[src/rtl/core/aprlm_pkg.sv]
// aprlm_pkg: shared widths, register map, config and control structs
// for the audio peak / RMS level meter. No dependencies.
`timescale 1ns / 1ps

package aprlm_pkg;

  localparam int SAMPLE_W     = 16;
  localparam int CHAN_W       = 3;
  localparam int POS_W        = 2;
  localparam int PICK_W       = 2;
  localparam int MAX_CHANNELS = 4;
  localparam int COUNT_W      = 32;
  localparam int ENERGY_W     = 62;   // (2^32-1) * 2^30 < 2^62
  localparam int SQUARE_W     = 31;   // 32768^2 = 2^30
  localparam int QUOT_W       = 31;   // mean square never exceeds 2^30
  localparam int LEVEL_W      = 16;
  localparam int DIV_STEPS    = ENERGY_W;
  localparam int DIV_CNT_W    = $clog2(DIV_STEPS);
  localparam int SQRT_STEPS   = (QUOT_W + 1) / 2;
  localparam int SQRT_CNT_W   = $clog2(SQRT_STEPS);

  localparam logic [LEVEL_W-1:0] SILENCE_RESET = LEVEL_W'(200);

  // APB register map
  localparam int ADDR_W   = 4;
  localparam int DATA_W   = 32;
  localparam logic [1:0] REG_CHANNEL_COUNT     = 2'd0;
  localparam logic [1:0] REG_PICKED_CHANNEL    = 2'd1;
  localparam logic [1:0] REG_SILENCE_THRESHOLD = 2'd2;

  typedef struct packed {
    logic [CHAN_W-1:0]  channel_count;
    logic [PICK_W-1:0]  picked_channel;
    logic [LEVEL_W-1:0] silence_threshold;
  } cfg_t;

  // controller -> datapath
  typedef struct packed {
    logic load;
    logic square;
    logic accum;
    logic rms_zero;
    logic div_start;
    logic sqrt_start;
    logic emit;
  } cmd_t;

  // datapath -> controller
  typedef struct packed {
    logic kept;
    logic last;
    logic count_zero;
    logic div_done;
    logic sqrt_done;
    logic out_free;
  } stat_t;

endpackage

[src/rtl/core/aprlm_pcm_if.sv]
// aprlm_pcm_if: valid/ready channel carrying one interleaved PCM sample.
// Depends on aprlm_pkg for widths.
`timescale 1ns / 1ps

interface aprlm_pcm_if;
  logic                                  valid;
  logic                                  ready;
  logic signed [aprlm_pkg::SAMPLE_W-1:0] pcm_sample;
  logic                                  last_sample;

  modport source(output valid, pcm_sample, last_sample, input ready);
  modport sink(input valid, pcm_sample, last_sample, output ready);
endinterface

[src/rtl/core/aprlm_level_if.sv]
// aprlm_level_if: valid/ready channel carrying one mono sample / level report.
// Depends on aprlm_pkg for widths.
`timescale 1ns / 1ps

interface aprlm_level_if;
  logic                                  valid;
  logic                                  ready;
  logic                                  sample_valid;
  logic signed [aprlm_pkg::SAMPLE_W-1:0] mono_sample;
  logic                                  report_valid;
  logic [aprlm_pkg::LEVEL_W-1:0]         peak_level;
  logic [aprlm_pkg::LEVEL_W-1:0]         rms_level;
  logic                                  silent;

  modport source(output valid, sample_valid, mono_sample, report_valid,
                 peak_level, rms_level, silent, input ready);
  modport sink(input valid, sample_valid, mono_sample, report_valid,
               peak_level, rms_level, silent, output ready);
endinterface

[src/rtl/core/aprlm_cfg.sv]
// aprlm_cfg: APB register file for channel count, picked channel and
// silence threshold. Depends on aprlm_pkg.
`timescale 1ns / 1ps

module aprlm_cfg (
  input  logic                           clk,
  input  logic                           rst,
  input  logic                           psel,
  input  logic                           penable,
  input  logic                           pwrite,
  input  logic [aprlm_pkg::ADDR_W-1:0]   paddr,
  input  logic [aprlm_pkg::DATA_W-1:0]   pwdata,
  output logic [aprlm_pkg::DATA_W-1:0]   prdata,
  output logic                           pready,
  output aprlm_pkg::cfg_t                cfg
);
  import aprlm_pkg::*;

  logic [1:0] reg_index;
  logic       wr_en;

  assign reg_index = paddr[3:2];
  assign pready    = 1'b1;
  assign wr_en     = psel && penable && pwrite;

  always_ff @(posedge clk) begin
    if (rst) begin
      cfg.channel_count     <= CHAN_W'(1);
      cfg.picked_channel    <= '0;
      cfg.silence_threshold <= SILENCE_RESET;
    end else if (wr_en) begin
      case (reg_index)
        REG_CHANNEL_COUNT:     cfg.channel_count     <= pwdata[CHAN_W-1:0];
        REG_PICKED_CHANNEL:    cfg.picked_channel    <= pwdata[PICK_W-1:0];
        REG_SILENCE_THRESHOLD: cfg.silence_threshold <= pwdata[LEVEL_W-1:0];
        default: ;
      endcase
    end
  end

  always_comb begin
    case (reg_index)
      REG_CHANNEL_COUNT:     prdata = DATA_W'(cfg.channel_count);
      REG_PICKED_CHANNEL:    prdata = DATA_W'(cfg.picked_channel);
      REG_SILENCE_THRESHOLD: prdata = DATA_W'(cfg.silence_threshold);
      default:               prdata = '0;
    endcase
  end

endmodule

[src/rtl/core/aprlm_div.sv]
// aprlm_div: restoring divider, one quotient bit per cycle, energy / count.
// Depends on aprlm_pkg. Quotient is valid when done pulses.
`timescale 1ns / 1ps

module aprlm_div (
  input  logic                            clk,
  input  logic                            rst,
  input  logic                            start,
  input  logic [aprlm_pkg::ENERGY_W-1:0]  dividend,
  input  logic [aprlm_pkg::COUNT_W-1:0]   divisor,
  output logic [aprlm_pkg::QUOT_W-1:0]    quotient,
  output logic                            done
);
  import aprlm_pkg::*;

  logic                 busy;
  logic [DIV_CNT_W-1:0] step;
  logic [COUNT_W-1:0]   rem;
  logic [ENERGY_W-1:0]  work;
  logic [COUNT_W:0]     rem_sh;
  logic                 q_bit;
  logic [COUNT_W-1:0]   rem_next;

  assign rem_sh   = {rem, work[ENERGY_W-1]};
  assign q_bit    = rem_sh >= {1'b0, divisor};
  assign rem_next = q_bit ? COUNT_W'(rem_sh - {1'b0, divisor}) : rem_sh[COUNT_W-1:0];
  assign quotient = work[QUOT_W-1:0];

  always_ff @(posedge clk) begin
    if (rst) begin
      busy <= 1'b0;
      done <= 1'b0;
      step <= '0;
    end else begin
      done <= 1'b0;
      if (start) begin
        busy <= 1'b1;
        step <= '0;
      end else if (busy) begin
        if (step == DIV_CNT_W'(DIV_STEPS - 1)) begin
          busy <= 1'b0;
          done <= 1'b1;
        end else begin
          step <= step + 1'b1;
        end
      end
    end
  end

  always_ff @(posedge clk) begin
    if (start) begin
      rem  <= '0;
      work <= dividend;
    end else if (busy) begin
      rem  <= rem_next;
      work <= {work[ENERGY_W-2:0], q_bit};
    end
  end

endmodule

[src/rtl/core/aprlm_sqrt.sv]
// aprlm_sqrt: digit-by-digit integer square root, one result bit per cycle.
// Depends on aprlm_pkg. Root is valid when done pulses.
`timescale 1ns / 1ps

module aprlm_sqrt (
  input  logic                           clk,
  input  logic                           rst,
  input  logic                           start,
  input  logic [aprlm_pkg::QUOT_W-1:0]   value,
  output logic [aprlm_pkg::LEVEL_W-1:0]  root_out,
  output logic                           done
);
  import aprlm_pkg::*;

  logic                  busy;
  logic [SQRT_CNT_W-1:0] step;
  logic [QUOT_W-1:0]     rest;
  logic [QUOT_W-1:0]     root;
  logic [QUOT_W-1:0]     bitv;
  logic [QUOT_W:0]       trial;
  logic                  take;

  assign trial    = {1'b0, root} + {1'b0, bitv};
  assign take     = {1'b0, rest} >= trial;
  assign root_out = root[LEVEL_W-1:0];

  always_ff @(posedge clk) begin
    if (rst) begin
      busy <= 1'b0;
      done <= 1'b0;
      step <= '0;
    end else begin
      done <= 1'b0;
      if (start) begin
        busy <= 1'b1;
        step <= '0;
      end else if (busy) begin
        if (step == SQRT_CNT_W'(SQRT_STEPS - 1)) begin
          busy <= 1'b0;
          done <= 1'b1;
        end else begin
          step <= step + 1'b1;
        end
      end
    end
  end

  always_ff @(posedge clk) begin
    if (start) begin
      rest <= value;
      root <= '0;
      bitv <= QUOT_W'(1) << (QUOT_W - 1);
    end else if (busy) begin
      if (take) begin
        rest <= QUOT_W'({1'b0, rest} - trial);
        root <= (root >> 1) + bitv;
      end else begin
        root <= root >> 1;
      end
      bitv <= bitv >> 2;
    end
  end

endmodule

[src/rtl/core/aprlm_dp.sv]
// aprlm_dp: sample capture, channel walk, peak / energy / count accumulators,
// report math (divider, square root) and the output register.
// Depends on aprlm_pkg, aprlm_div, aprlm_sqrt.
`timescale 1ns / 1ps

module aprlm_dp (
  input  logic                                  clk,
  input  logic                                  rst,
  input  aprlm_pkg::cfg_t                       cfg,
  input  aprlm_pkg::cmd_t                       cmd,
  output aprlm_pkg::stat_t                      stat,
  input  logic signed [aprlm_pkg::SAMPLE_W-1:0] pcm_sample,
  input  logic                                  last_sample,
  input  logic                                  out_ready,
  output logic                                  out_valid,
  output logic                                  sample_valid,
  output logic signed [aprlm_pkg::SAMPLE_W-1:0] mono_sample,
  output logic                                  report_valid,
  output logic [aprlm_pkg::LEVEL_W-1:0]         peak_level,
  output logic [aprlm_pkg::LEVEL_W-1:0]         rms_level,
  output logic                                  silent
);
  import aprlm_pkg::*;

  logic [POS_W-1:0]           pos;
  logic [CHAN_W-1:0]          chans;
  logic [POS_W-1:0]           pos_eff;
  logic [CHAN_W-1:0]          pos_inc;
  logic [POS_W-1:0]           pos_next;
  logic                       kept_c;

  logic signed [SAMPLE_W-1:0] sample;
  logic                       last;
  logic                       kept;
  logic [SAMPLE_W-1:0]        mag;
  logic signed [2*SAMPLE_W-1:0] sq_full;
  logic [SQUARE_W-1:0]        square;

  logic [LEVEL_W-1:0]         peak;
  logic [ENERGY_W-1:0]        energy;
  logic [COUNT_W-1:0]         count;
  logic [LEVEL_W-1:0]         rms;

  logic [QUOT_W-1:0]          quotient;
  logic [LEVEL_W-1:0]         root;
  logic                       div_done;
  logic                       sqrt_done;

  // channel walk; out-of-range counts clamp to 1..MAX_CHANNELS
  always_comb begin
    if (cfg.channel_count == '0) begin
      chans = CHAN_W'(1);
    end else if (cfg.channel_count > CHAN_W'(MAX_CHANNELS)) begin
      chans = CHAN_W'(MAX_CHANNELS);
    end else begin
      chans = cfg.channel_count;
    end
    pos_eff  = ({1'b0, pos} >= chans) ? '0 : pos;
    pos_inc  = {1'b0, pos_eff} + CHAN_W'(1);
    pos_next = (pos_inc >= chans) ? '0 : pos_inc[POS_W-1:0];
    kept_c   = pos_eff == cfg.picked_channel;
  end

  // -32768 maps to 0x8000, which reads as 32768 unsigned
  assign mag     = sample[SAMPLE_W-1] ? SAMPLE_W'(SAMPLE_W'(0) - sample) : sample;
  assign sq_full = sample * sample;

  always_ff @(posedge clk) begin
    if (cmd.load) begin
      sample <= pcm_sample;
      last   <= last_sample;
      kept   <= kept_c;
    end
    if (cmd.square) begin
      square <= sq_full[SQUARE_W-1:0];
    end
    if (cmd.rms_zero) begin
      rms <= '0;
    end else if (sqrt_done) begin
      rms <= root;
    end
  end

  always_ff @(posedge clk) begin
    if (rst) begin
      pos    <= '0;
      peak   <= '0;
      energy <= '0;
      count  <= '0;
    end else begin
      if (cmd.load) begin
        pos <= last_sample ? '0 : pos_next;
      end
      if (cmd.accum && kept) begin
        if (mag > peak) begin
          peak <= mag;
        end
        if (count != {COUNT_W{1'b1}}) begin
          energy <= energy + ENERGY_W'(square);
          count  <= count + 1'b1;
        end
      end
      if (cmd.emit && last) begin
        peak   <= '0;
        energy <= '0;
        count  <= '0;
      end
    end
  end

  // output register: holds one result until the sink takes it
  always_ff @(posedge clk) begin
    if (rst) begin
      out_valid <= 1'b0;
    end else if (cmd.emit) begin
      out_valid <= 1'b1;
    end else if (out_ready) begin
      out_valid <= 1'b0;
    end
  end

  always_ff @(posedge clk) begin
    if (cmd.emit) begin
      sample_valid <= kept;
      mono_sample  <= kept ? sample : '0;
      report_valid <= last;
      peak_level   <= last ? peak : '0;
      rms_level    <= last ? rms : '0;
      silent       <= last && (peak < cfg.silence_threshold);
    end
  end

  aprlm_div u_div (
    .clk      (clk),
    .rst      (rst),
    .start    (cmd.div_start),
    .dividend (energy),
    .divisor  (count),
    .quotient (quotient),
    .done     (div_done)
  );

  aprlm_sqrt u_sqrt (
    .clk      (clk),
    .rst      (rst),
    .start    (cmd.sqrt_start),
    .value    (quotient),
    .root_out (root),
    .done     (sqrt_done)
  );

  assign stat.kept       = kept;
  assign stat.last       = last;
  assign stat.count_zero = count == '0;
  assign stat.div_done   = div_done;
  assign stat.sqrt_done  = sqrt_done;
  assign stat.out_free   = !out_valid || out_ready;

endmodule

[src/rtl/core/aprlm_ctrl.sv]
// aprlm_ctrl: sequencer for one item at a time: capture, square, accumulate,
// optional report math, and hand-off to the output register unless dropped.
// Depends on aprlm_pkg.
`timescale 1ns / 1ps

module aprlm_ctrl (
  input  logic              clk,
  input  logic              rst,
  input  logic              in_valid,
  output logic              in_ready,
  input  aprlm_pkg::stat_t  stat,
  output aprlm_pkg::cmd_t   cmd
);
  import aprlm_pkg::*;

  localparam logic [2:0] S_IDLE = 3'd0;
  localparam logic [2:0] S_SQ   = 3'd1;
  localparam logic [2:0] S_ACC  = 3'd2;
  localparam logic [2:0] S_CHK  = 3'd3;
  localparam logic [2:0] S_DIV  = 3'd4;
  localparam logic [2:0] S_SQRT = 3'd5;
  localparam logic [2:0] S_EMIT = 3'd6;

  logic [2:0] state;
  logic [2:0] state_next;

  always_ff @(posedge clk) begin
    if (rst) begin
      state <= S_IDLE;
    end else begin
      state <= state_next;
    end
  end

  always_comb begin
    state_next = state;
    cmd        = '0;
    in_ready   = 1'b0;
    case (state)
      S_IDLE: begin
        in_ready = 1'b1;
        if (in_valid) begin
          cmd.load   = 1'b1;
          state_next = S_SQ;
        end
      end
      S_SQ: begin
        cmd.square = 1'b1;
        state_next = S_ACC;
      end
      S_ACC: begin
        cmd.accum = 1'b1;
        if (stat.last) begin
          state_next = S_CHK;
        end else if (stat.kept) begin
          state_next = S_EMIT;
        end else begin
          state_next = S_IDLE;
        end
      end
      S_CHK: begin
        // empty recording: skip the divide, rms reads zero
        if (stat.count_zero) begin
          cmd.rms_zero = 1'b1;
          state_next   = S_EMIT;
        end else begin
          cmd.div_start = 1'b1;
          state_next    = S_DIV;
        end
      end
      S_DIV: begin
        if (stat.div_done) begin
          cmd.sqrt_start = 1'b1;
          state_next     = S_SQRT;
        end
      end
      S_SQRT: begin
        if (stat.sqrt_done) begin
          state_next = S_EMIT;
        end
      end
      S_EMIT: begin
        if (stat.out_free) begin
          cmd.emit   = 1'b1;
          state_next = S_IDLE;
        end
      end
      default: begin
        state_next = S_IDLE;
      end
    endcase
  end

endmodule

[src/rtl/core/audio_peak_rms_level_meter.sv]
// audio_peak_rms_level_meter: top level of the PCM peak / RMS level meter.
// Depends on aprlm_pkg, aprlm_pcm_if, aprlm_level_if, aprlm_cfg, aprlm_ctrl, aprlm_dp.
//
//   channel  role    payload
//   pcm      sink    pcm_sample, last_sample
//   level    source  sample_valid, mono_sample, report_valid, peak_level,
//                    rms_level, silent
//   apb      slave   channel_count @0x0, picked_channel @0x4,
//                    silence_threshold @0x8
//
// One item at a time: capture, square and accumulate for a dropped sample, plus the
// hand-off for a kept one. A last item adds the report math: a check, the divider and
// the square root; an empty recording skips the divider and the square root.
// A stalled level sink holds the item in the hand-off state; the output register
// keeps the previous result meanwhile.
// rst is synchronous; it clears the accumulators, channel position and registers.
`timescale 1ns / 1ps

module audio_peak_rms_level_meter (
  input  logic                         clk,
  input  logic                         rst,
  aprlm_pcm_if.sink                    pcm,
  aprlm_level_if.source                level,
  input  logic                         psel,
  input  logic                         penable,
  input  logic                         pwrite,
  input  logic [aprlm_pkg::ADDR_W-1:0] paddr,
  input  logic [aprlm_pkg::DATA_W-1:0] pwdata,
  output logic [aprlm_pkg::DATA_W-1:0] prdata,
  output logic                         pready
);
  import aprlm_pkg::*;

  cfg_t  cfg;
  cmd_t  cmd;
  stat_t stat;

  aprlm_cfg u_cfg (
    .clk     (clk),
    .rst     (rst),
    .psel    (psel),
    .penable (penable),
    .pwrite  (pwrite),
    .paddr   (paddr),
    .pwdata  (pwdata),
    .prdata  (prdata),
    .pready  (pready),
    .cfg     (cfg)
  );

  aprlm_ctrl u_ctrl (
    .clk      (clk),
    .rst      (rst),
    .in_valid (pcm.valid),
    .in_ready (pcm.ready),
    .stat     (stat),
    .cmd      (cmd)
  );

  aprlm_dp u_dp (
    .clk          (clk),
    .rst          (rst),
    .cfg          (cfg),
    .cmd          (cmd),
    .stat         (stat),
    .pcm_sample   (pcm.pcm_sample),
    .last_sample  (pcm.last_sample),
    .out_ready    (level.ready),
    .out_valid    (level.valid),
    .sample_valid (level.sample_valid),
    .mono_sample  (level.mono_sample),
    .report_valid (level.report_valid),
    .peak_level   (level.peak_level),
    .rms_level    (level.rms_level),
    .silent       (level.silent)
  );

  // one item in flight: no second transfer right after an accepted one
  a_one_in_flight: assert property (@(posedge clk) disable iff (rst)
    (pcm.valid && pcm.ready) |=> !pcm.ready)
    else $error("input accepted twice in a row");

  // every result carries a sample, a report, or both
  a_result_nonempty: assert property (@(posedge clk) disable iff (rst)
    level.valid |-> (level.sample_valid || level.report_valid))
    else $error("empty result presented");

  // level fields stay zero on a sample-only result
  a_report_fields: assert property (@(posedge clk) disable iff (rst)
    (level.valid && !level.report_valid) |->
      (level.peak_level == '0 && level.rms_level == '0 && !level.silent))
    else $error("level fields set without report");

  // rms never exceeds peak
  a_rms_le_peak: assert property (@(posedge clk) disable iff (rst)
    (level.valid && level.report_valid) |-> (level.rms_level <= level.peak_level))
    else $error("rms above peak");

endmodule
[src/flat_wrapper.sv]
// flat-port wrapper written by rule: the top's interface ports become plain ports
module audio_peak_rms_level_meter_flat import aprlm_pkg::*;
  (clk, rst, psel, penable, pwrite, paddr, pwdata, prdata, pready, pcm_valid, pcm_pcm_sample, pcm_last_sample, pcm_ready, level_valid, level_sample_valid, level_mono_sample, level_report_valid, level_peak_level, level_rms_level, level_silent, level_ready);
  aprlm_pcm_if pcm_i ();
  aprlm_level_if level_i ();
  input  logic clk;
  input  logic rst;
  input  logic psel;
  input  logic penable;
  input  logic pwrite;
  input  logic [aprlm_pkg::ADDR_W-1:0] paddr;
  input  logic [aprlm_pkg::DATA_W-1:0] pwdata;
  output logic [aprlm_pkg::DATA_W-1:0] prdata;
  output logic pready;
  input wire logic [$bits(pcm_i.valid)-1:0] pcm_valid;
  input wire logic [$bits(pcm_i.pcm_sample)-1:0] pcm_pcm_sample;
  input wire logic [$bits(pcm_i.last_sample)-1:0] pcm_last_sample;
  output wire logic [$bits(pcm_i.ready)-1:0] pcm_ready;
  output wire logic [$bits(level_i.valid)-1:0] level_valid;
  output wire logic [$bits(level_i.sample_valid)-1:0] level_sample_valid;
  output wire logic [$bits(level_i.mono_sample)-1:0] level_mono_sample;
  output wire logic [$bits(level_i.report_valid)-1:0] level_report_valid;
  output wire logic [$bits(level_i.peak_level)-1:0] level_peak_level;
  output wire logic [$bits(level_i.rms_level)-1:0] level_rms_level;
  output wire logic [$bits(level_i.silent)-1:0] level_silent;
  input wire logic [$bits(level_i.ready)-1:0] level_ready;
  assign pcm_i.valid = pcm_valid;
  assign pcm_i.pcm_sample = pcm_pcm_sample;
  assign pcm_i.last_sample = pcm_last_sample;
  assign pcm_ready = pcm_i.ready;
  assign level_valid = level_i.valid;
  assign level_sample_valid = level_i.sample_valid;
  assign level_mono_sample = level_i.mono_sample;
  assign level_report_valid = level_i.report_valid;
  assign level_peak_level = level_i.peak_level;
  assign level_rms_level = level_i.rms_level;
  assign level_silent = level_i.silent;
  assign level_i.ready = level_ready;
  audio_peak_rms_level_meter u_core (.clk(clk), .rst(rst), .pcm(pcm_i), .level(level_i), .psel(psel), .penable(penable), .pwrite(pwrite), .paddr(paddr), .pwdata(pwdata), .prdata(prdata), .pready(pready));
endmodule
[config.mk]
export PLATFORM = sky130hd
export DESIGN_NAME = audio_peak_rms_level_meter_flat
export DESIGN_NICKNAME = d
export VERILOG_FILES = /design/src/rtl/core/aprlm_pkg.sv /design/src/rtl/core/aprlm_pcm_if.sv /design/src/rtl/core/aprlm_level_if.sv /design/src/rtl/core/aprlm_cfg.sv /design/src/rtl/core/aprlm_div.sv /design/src/rtl/core/aprlm_sqrt.sv /design/src/rtl/core/aprlm_dp.sv /design/src/rtl/core/aprlm_ctrl.sv /design/src/rtl/core/audio_peak_rms_level_meter.sv /design/src/flat_wrapper.sv
export SDC_FILE = /design/constraint.sdc
export NUM_CORES = 2
export LEC_CHECK = 0
export ABC_AREA = 1
export ABC_CLOCK_PERIOD_IN_PS = 8300
export BUFFER_PORTS_ARGS = -buffer_cell sky130_fd_sc_hd__buf_2
export CORE_UTILIZATION = 35
export CTS_CLUSTER_DIAMETER = 40
export CTS_CLUSTER_SIZE = 10
export DETAILED_ROUTE_END_ITERATION = 12
export SYNTH_ARGS = -nofsm -noshare
export SYNTH_HDL_FRONTEND = slang
export SYNTH_SLANG_ARGS = --single-unit
[constraint.sdc]
create_clock -name clk -period 8.3 [get_ports clk]
set_input_delay 0 -clock clk [delete_from_list [all_inputs] [get_ports clk]]
set_output_delay 0 -clock clk [all_outputs]
set_load 0.02 [all_outputs]
# Word-level counts from Yosys, hierarchy flattened
# Cells that the tools add are included.
# W data, S select, Z words.
[totals]
elab_cells = 142
reg_bits = 439
input_bits = 60
out_inout_bits = 86
[op_classes]
n_addsub = 10
n_mul = 1
muxes = 44
n_bitwise = 4
eq_ne = 16
reduce_logical = 29
n_lt_le_gt_ge = 7
[op_table]
columns = ["op", "n"]
rows = [
  ["$mux W31", 4],
  ["$mux W62", 2],
  ["$add A62 B31 Y62", 1],
  ["$pmux W16 S3", 1],
  ["$ge A33 B32 Y1", 1],
  ["$add A31 B31 Y32", 1],
  ["$add A32 B1 Y32 const B", 1],
  ["$ge A31 B32 Y1", 1],
  ["$logic_not A32 Y1", 1],
  ["$mux W32", 1],
  ["$ne A32 B32 Y1 const B", 1],
  ["$sub A32 B32 Y32", 1],
  ["$add A30 B31 Y31", 1],
  ["$mul A16 B16 Y31", 1],
  ["$sub A31 B31 Y31", 1],
  ["$mux W3", 8],
  ["$mux W1", 21],
  ["$pmux W3 S7", 1],
  ["$gt A16 B16 Y1", 1],
  ["$lt A16 B16 Y1", 1],
  ["$mux W16", 1],
  ["$reduce_and A2 Y1", 8],
  ["$sub A1 B16 Y16 const A", 1],
  ["$mux W2", 5],
  ["other kinds (26)", 45],
]

# Longest topological paths before layout
[logic_depth]
ltp_word = 9
depth_mapped = 31
mapped_depth_nobuf = 30

# By module
# From an unflattened synthesis, not the netlist that was laid out.
[unflattened]
cells_unflattened = 5580
hier_area_um2 = 39541.7
[modules_own_cells]
columns = ["mod", "seq_area_each_um2", "n_inst", "cells_each", "area_each_um2"]
rows = [
  ["aprlm_dp", 5555.3, 1, 2893, 22201.3],
  ["aprlm_sqrt", 1991.9, 1, 1341, 8409.3],
  ["aprlm_div", 2662.6, 1, 1099, 7284.5],
  ["aprlm_cfg", 420.4, 1, 191, 1244.9],
  ["aprlm_ctrl", 60.1, 1, 56, 401.6],
]

# Least setup slack after synthesis
# Ideal clock, no wire load.
[synth_path]
path_kind = "register to register"
startpoint = "register u_core.u_dp.sample[15]"
endpoint = "register u_core.u_dp.square[27] (data pin)"
path_stages_with_launch = 26
path_buffers = 2
setup_ns = 0.259
arrival_time_ns = 5.975
period_less_slack_ns = 6.234
required_time_ns = 8.041
path_slack_ns = 2.066
path_cell_list = "edfxtp_1 clkbuf_1 clkbuf_1 nand2_1 inv_1 fa_1 inv_1 fa_1 inv_1 fa_1 fa_1 fa_1 inv_1 fa_1 inv_1 ha_1 nand2_1 nor2_1 nor3b_1 nand4_1 nand3_1 nand3_1 nand2_1 nand2_1 nand2_1 xor2_1"
[synth_via]
elab_chain_cells = 1
[synth_lines]
columns = ["item", "line", "rtl"]
rows = [
  ["from (decl)", "aprlm_dp.sv:32", "logic signed [SAMPLE_W-1:0] sample;"],
  ["from (signal assigned)", "aprlm_dp.sv:70", "sample <= pcm_sample;"],
  ["$mul A16 B16 Y31", "aprlm_dp.sv:66", "assign sq_full = sample * sample;"],
  ["via u_core.u_dp.sq_full[27]", "aprlm_dp.sv:36", "logic signed [2*SAMPLE_W-1:0] sq_full;"],
  ["to (signal assigned)", "aprlm_dp.sv:75", "square <= sq_full[SQUARE_W-1:0];"],
  ["to (decl)", "aprlm_dp.sv:37", "logic [SQUARE_W-1:0] square;"],
]
# The timed path passes the listed nets, and every way through them passes these cells.
# A chain may end at the register's enable or synchronous reset.

# Final worst setup path
[layout_path]
startpoint = "register u_core.u_dp.sample[1]"
endpoint = "register u_core.u_dp.square[27] (data pin)"
# Same word-level chain as after synthesis.

==> summary.md <==
| Metric | Value |
|---|---|
| Outcome | complete, no violations |
| Placer Congestion | 0.916 |
| Initial Util | 35.3% |
| Filler cells | 11,200 |
| Count of unique library cells instantiated by Yosys | 59 |
| Drt total wl | a little over 100,000 um |
| H-tree Lvls | 3 |
| FF/Latch Area | 10,700 um^2 |
| FF+latch count, synth | 438 |
| Hold Path Sink | u_core.u_dp.sample[13] |
| TritonCTS Sinks | 438 |
| Post-synthesis cell area | 37,800 um^2 |
| Critical Path AT | 7.22 ns |
| Largest net degree at the start of global routing | 90 |
| Worst-skew pair later-pin latency | 0.63 ns |
| Initial antenna violation count | 0 |
| DR vias | 32,700 |
| Total CTS buffers | 74 |
| Worst Setup End Kind | flop |
| Leading area contributor after synthesis | edfxtp_1 |
| FP Rows | between 100 and 150 |
| FF-to-FF Start | u_core.u_dp.sample[1] |
| Post-synthesis mux area share | 0% |
| Net count, final | 5,828 |
| Sequential share of the synthesized area | 28.2% |
| Asr flop ratio synth | 0% |
| Slew HR | 25.0% |
| Avg Vias per Cell | 4.85 |
| Synth Area in Adders | 20.7% |
| Share of the synthesized area in the top cell type | between 10% and 20% |
| Synth Area in Simple Gates | 24.3% |
| Hold Path Origin | pcm_pcm_sample[13] |
| Fin crit period | 6.86 ns |
| Worst Path Class, Setup | flop to flop |
| ANT cells | 0 |
| Post-Syn Area per Cell | 7.32 um^2 |
| WHS Path Cells | 2 |
| Vias in the first global route | 31,600 |
| Global-route wire length before repair | 166,000 um |
| Synth area leaders | edfxtp_1 (15%), dfxtp_1 (13%), nand2_1 (12%) |
| CTS tree | yes |
| Post-CTS sizing | 0 |
| Drt pass-1 iters | 5 |
| Share of cells above drive strength 1 | 6.78% |
| Antenna Nets Post-Route | 0 |
| Hold-fix buffers, CTS | 51 |
| DRC violations left | 0 |
| Final setup viols | 0 |
| R2r endpoint | u_core.u_dp.square[27] |
| CTS root buf | clkbuf_16 |
| Max cap viols | 0 |
| Startpoint Class | flop |
| Post-DP HPWL | 79,700 um |
| Max Clk Rate | between 100 and 150 MHz |
| Post-synth EDFFs | 192 |
| WL/cell | 15.3 um |
| Fin Clk Skew | 0.0256 ns |
| Footprint of the multi-input gates | approximately 23,000 um^2 |
| Die width | 331 um |
| Post-Synth XOR/XNOR Area | 3.80% |
| Post-CTS setup buffers | 0 |
| All-Layer GR Usage | a little under a fifth |
| DRT iter0 DRCs | 2,156 |
| Crit share post-route | 82.6% |
| Die footprint | 109,000 um^2 |
| Post-synth top flop | dfxtp_1 |
| Synth Area in Compound Gates | 10.8% |
| Crit Path Max Fanout | 21 |
| FF-to-FF path depth | 23 |
| Core area | 107,000 um^2 |
| Cells after Synth | 5,173 |
| Clock buffer depth | 3 |
| Max Slew Vio Count | 0 |
| Combinational family with the most area after synthesis | simple AND/OR/NAND/NOR gates |
| Least-Margin Pin Slew | 1.12 ns |
| Clock slew at reported path FFs | 0.05 ns |
| HP Class | input pin to flop |
| Port Buf Inserts | 110 |
| WP data required | 8.66 ns |
| Final Hold Vio Count | 0 |
| RSZ-0062 raised after global routing | false |
| Die Y | between 300 and 400 um |
| Syn-to-layout area delta | 12.5% |
| Total grt overflow | 0 |
| Number of synthesis warnings | 0 |
| Top Ports | 146 |
| Post-route setup TNS | 0 ns |
| Reg2reg setup slack | approximately 1.4 ns |
Yosys cell counts, types with 4 or more instances:
master,count
nor3_2,5
and3_1,4
inv_1,990
nand2_2,15
o221ai_1,6
o211ai_1,20
nor2_4,4
edfxtp_1,192
nand3_1,297
nor4_1,23
o21ai_0,245
inv_2,13
buf_1,9
o21bai_1,28
or2_2,19
nand3_2,10
nand4_1,61
dfxtp_1,246
a21o_1,22
a211oi_1,5
ha_1,254
buf_2,35
a21oi_2,13
buf_4,29
a21oi_1,305
nand2_1,1249
fa_1,232
nor2_2,5
buf_6,8
clkbuf_1,86
nand3b_1,13
nor2_1,397
o21ai_1,24
a21boi_0,9
xor2_1,100
nor3_1,69
xnor2_1,64
a31oi_1,17
o21a_1,17
metrics by stage:
step | util (%) | cell area (um^2) | cells | worst slack (ns) | hold slack [ns]
2_1_floorplan | - | 37900 | 5188 | 2.07 | 0.0989
3_3_place_gp | 36.9 | 39600 | 6558 | 1.45 | 0.177
3_5_place_dp | 36.9 | 39600 | 6558 | 1.46 | 0.178
4_1_cts | 39.7 | 42600 | 6746 | 1.46 | 0.0654
5_1_grt | 39.7 | 42600 | 6746 | 1.06 | 0.0917
6_report | 39.7 | 42600 | 6746 | 1.44 | 0.103
flip-flops by register name, summed over array words and instances, names as in the netlist, 2 cells and up:
register	cells
u_core.u_dp.u_sqrt.step	4
u_core.u_dp.count	32
u_core.u_dp.u_sqrt.rest	31
u_core.u_ctrl.state	3
u_core.u_dp.square	30
u_core.u_dp.energy	62
u_core.u_dp.u_sqrt.bitv	16
u_core.u_dp.peak	16
u_core.u_dp.u_div.step	6
u_core.u_dp.u_div.work	62
u_core.u_dp.peak_level	16
u_core.u_dp.pos	2
u_core.u_dp.u_sqrt.root	31
u_core.u_dp.u_div.rem	32
u_core.u_dp.rms	16
u_core.u_cfg.cfg	21
u_core.u_dp.rms_level	16
u_core.u_dp.mono_sample	16
u_core.u_dp.sample	16
area by class of cell:
type / instances / area share [%]
clock buffers: 95 / 4.80
clock inverters: 42 / 1.01
well taps: 1403 / 4.12
flip-flops and latches: 438 / 25.1
inverters: 1006 / 8.87
repair buffers: 185 / 2.91
multi-input cells: 3577 / 53.2
worst max path at each step:
stage                                      start                      to  cells past startpoint
after detailed placement   u_core.u_dp.sample[1]  u_core.u_dp.square[27]                     23
final                      u_core.u_dp.sample[1]  u_core.u_dp.square[27]                     23
after global routing       u_core.u_dp.sample[1]  u_core.u_dp.square[27]                     23
after floorplan           u_core.u_dp.sample[15]  u_core.u_dp.square[27]                     25
after CTS                  u_core.u_dp.sample[1]  u_core.u_dp.square[27]                     23
after global placement     u_core.u_dp.sample[1]  u_core.u_dp.square[27]                     23
cell usage in the layout, fill, tap and decap left out, types with 13 or more instances in the layout:
master	netlist	final
a31oi_1	17	17
nand2_2	15	15
o21bai_1	28	28
nand3_1	297	296
fa_1	232	232
xnor2_1	64	64
nor2_1	397	394
o21a_1	17	17
nor4_1	23	23
o211ai_1	20	20
nor3_1	69	68
nand2_1	1249	1249
a21o_1	22	22
buf_2	35	110
nand3b_1	13	13
inv_1	990	989
dfxtp_1	246	245
inv_2	13	14
buf_4	29	24
xor2_1	100	100
o21ai_0	245	245
conb_1	2	17
a21oi_1	305	304
clkbuf_16	0	76
edfxtp_1	192	192
a21oi_2	13	13
or2_2	19	19
nand4_1	61	61
dlygate4sd3_1	0	51
ha_1	254	254
o21ai_1	24	22
logic make-up (layout without fill, tap and decap cells):
logic type,after synthesis,in the layout
AO/OA/AOI/OAI,730,730
XOR/XNOR,164,164
adder cells (fa/ha/maj),486,486
buffers and inverters,1173,1328
flip-flops,438,438
other,2,17
AND/OR/NAND/NOR,2180,2180
worst max-delay path, cell delays in order (launching register included):
cell and delay, ns:
edfxtp_1 1.01, nand2_1 0.11, inv_1 0.17, fa_1 0.48
inv_1 0.24, fa_1 0.57, inv_1 0.36, fa_1 0.48
fa_1 0.47, fa_1 0.54, inv_1 0.05, fa_1 0.53
inv_1 0.04, ha_1 0.34, nand2_1 0.11, nor2_1 0.15
nor3b_1 0.28, nand4_1 0.12, nand3_1 0.15, nand3_1 0.09
nand2_1 0.11, nand2_1 0.06, nand2_1 0.07, xor2_1 0.06
routing by layer:
metal	wire length [um]	global-route usage, %	vias to the layer above	share of wire (%)
met5	0	0	-	0
met4	2530	5.29	0	2.4
met3	4620	2.31	140	4.5
met2	47800	31.5	748	46
met1	48500	25.6	15300	47
li1	-	-	16600	-
Power is not shown: default switching activity piles up to over one toggle a cycle in this logic, so the estimate is an artifact.
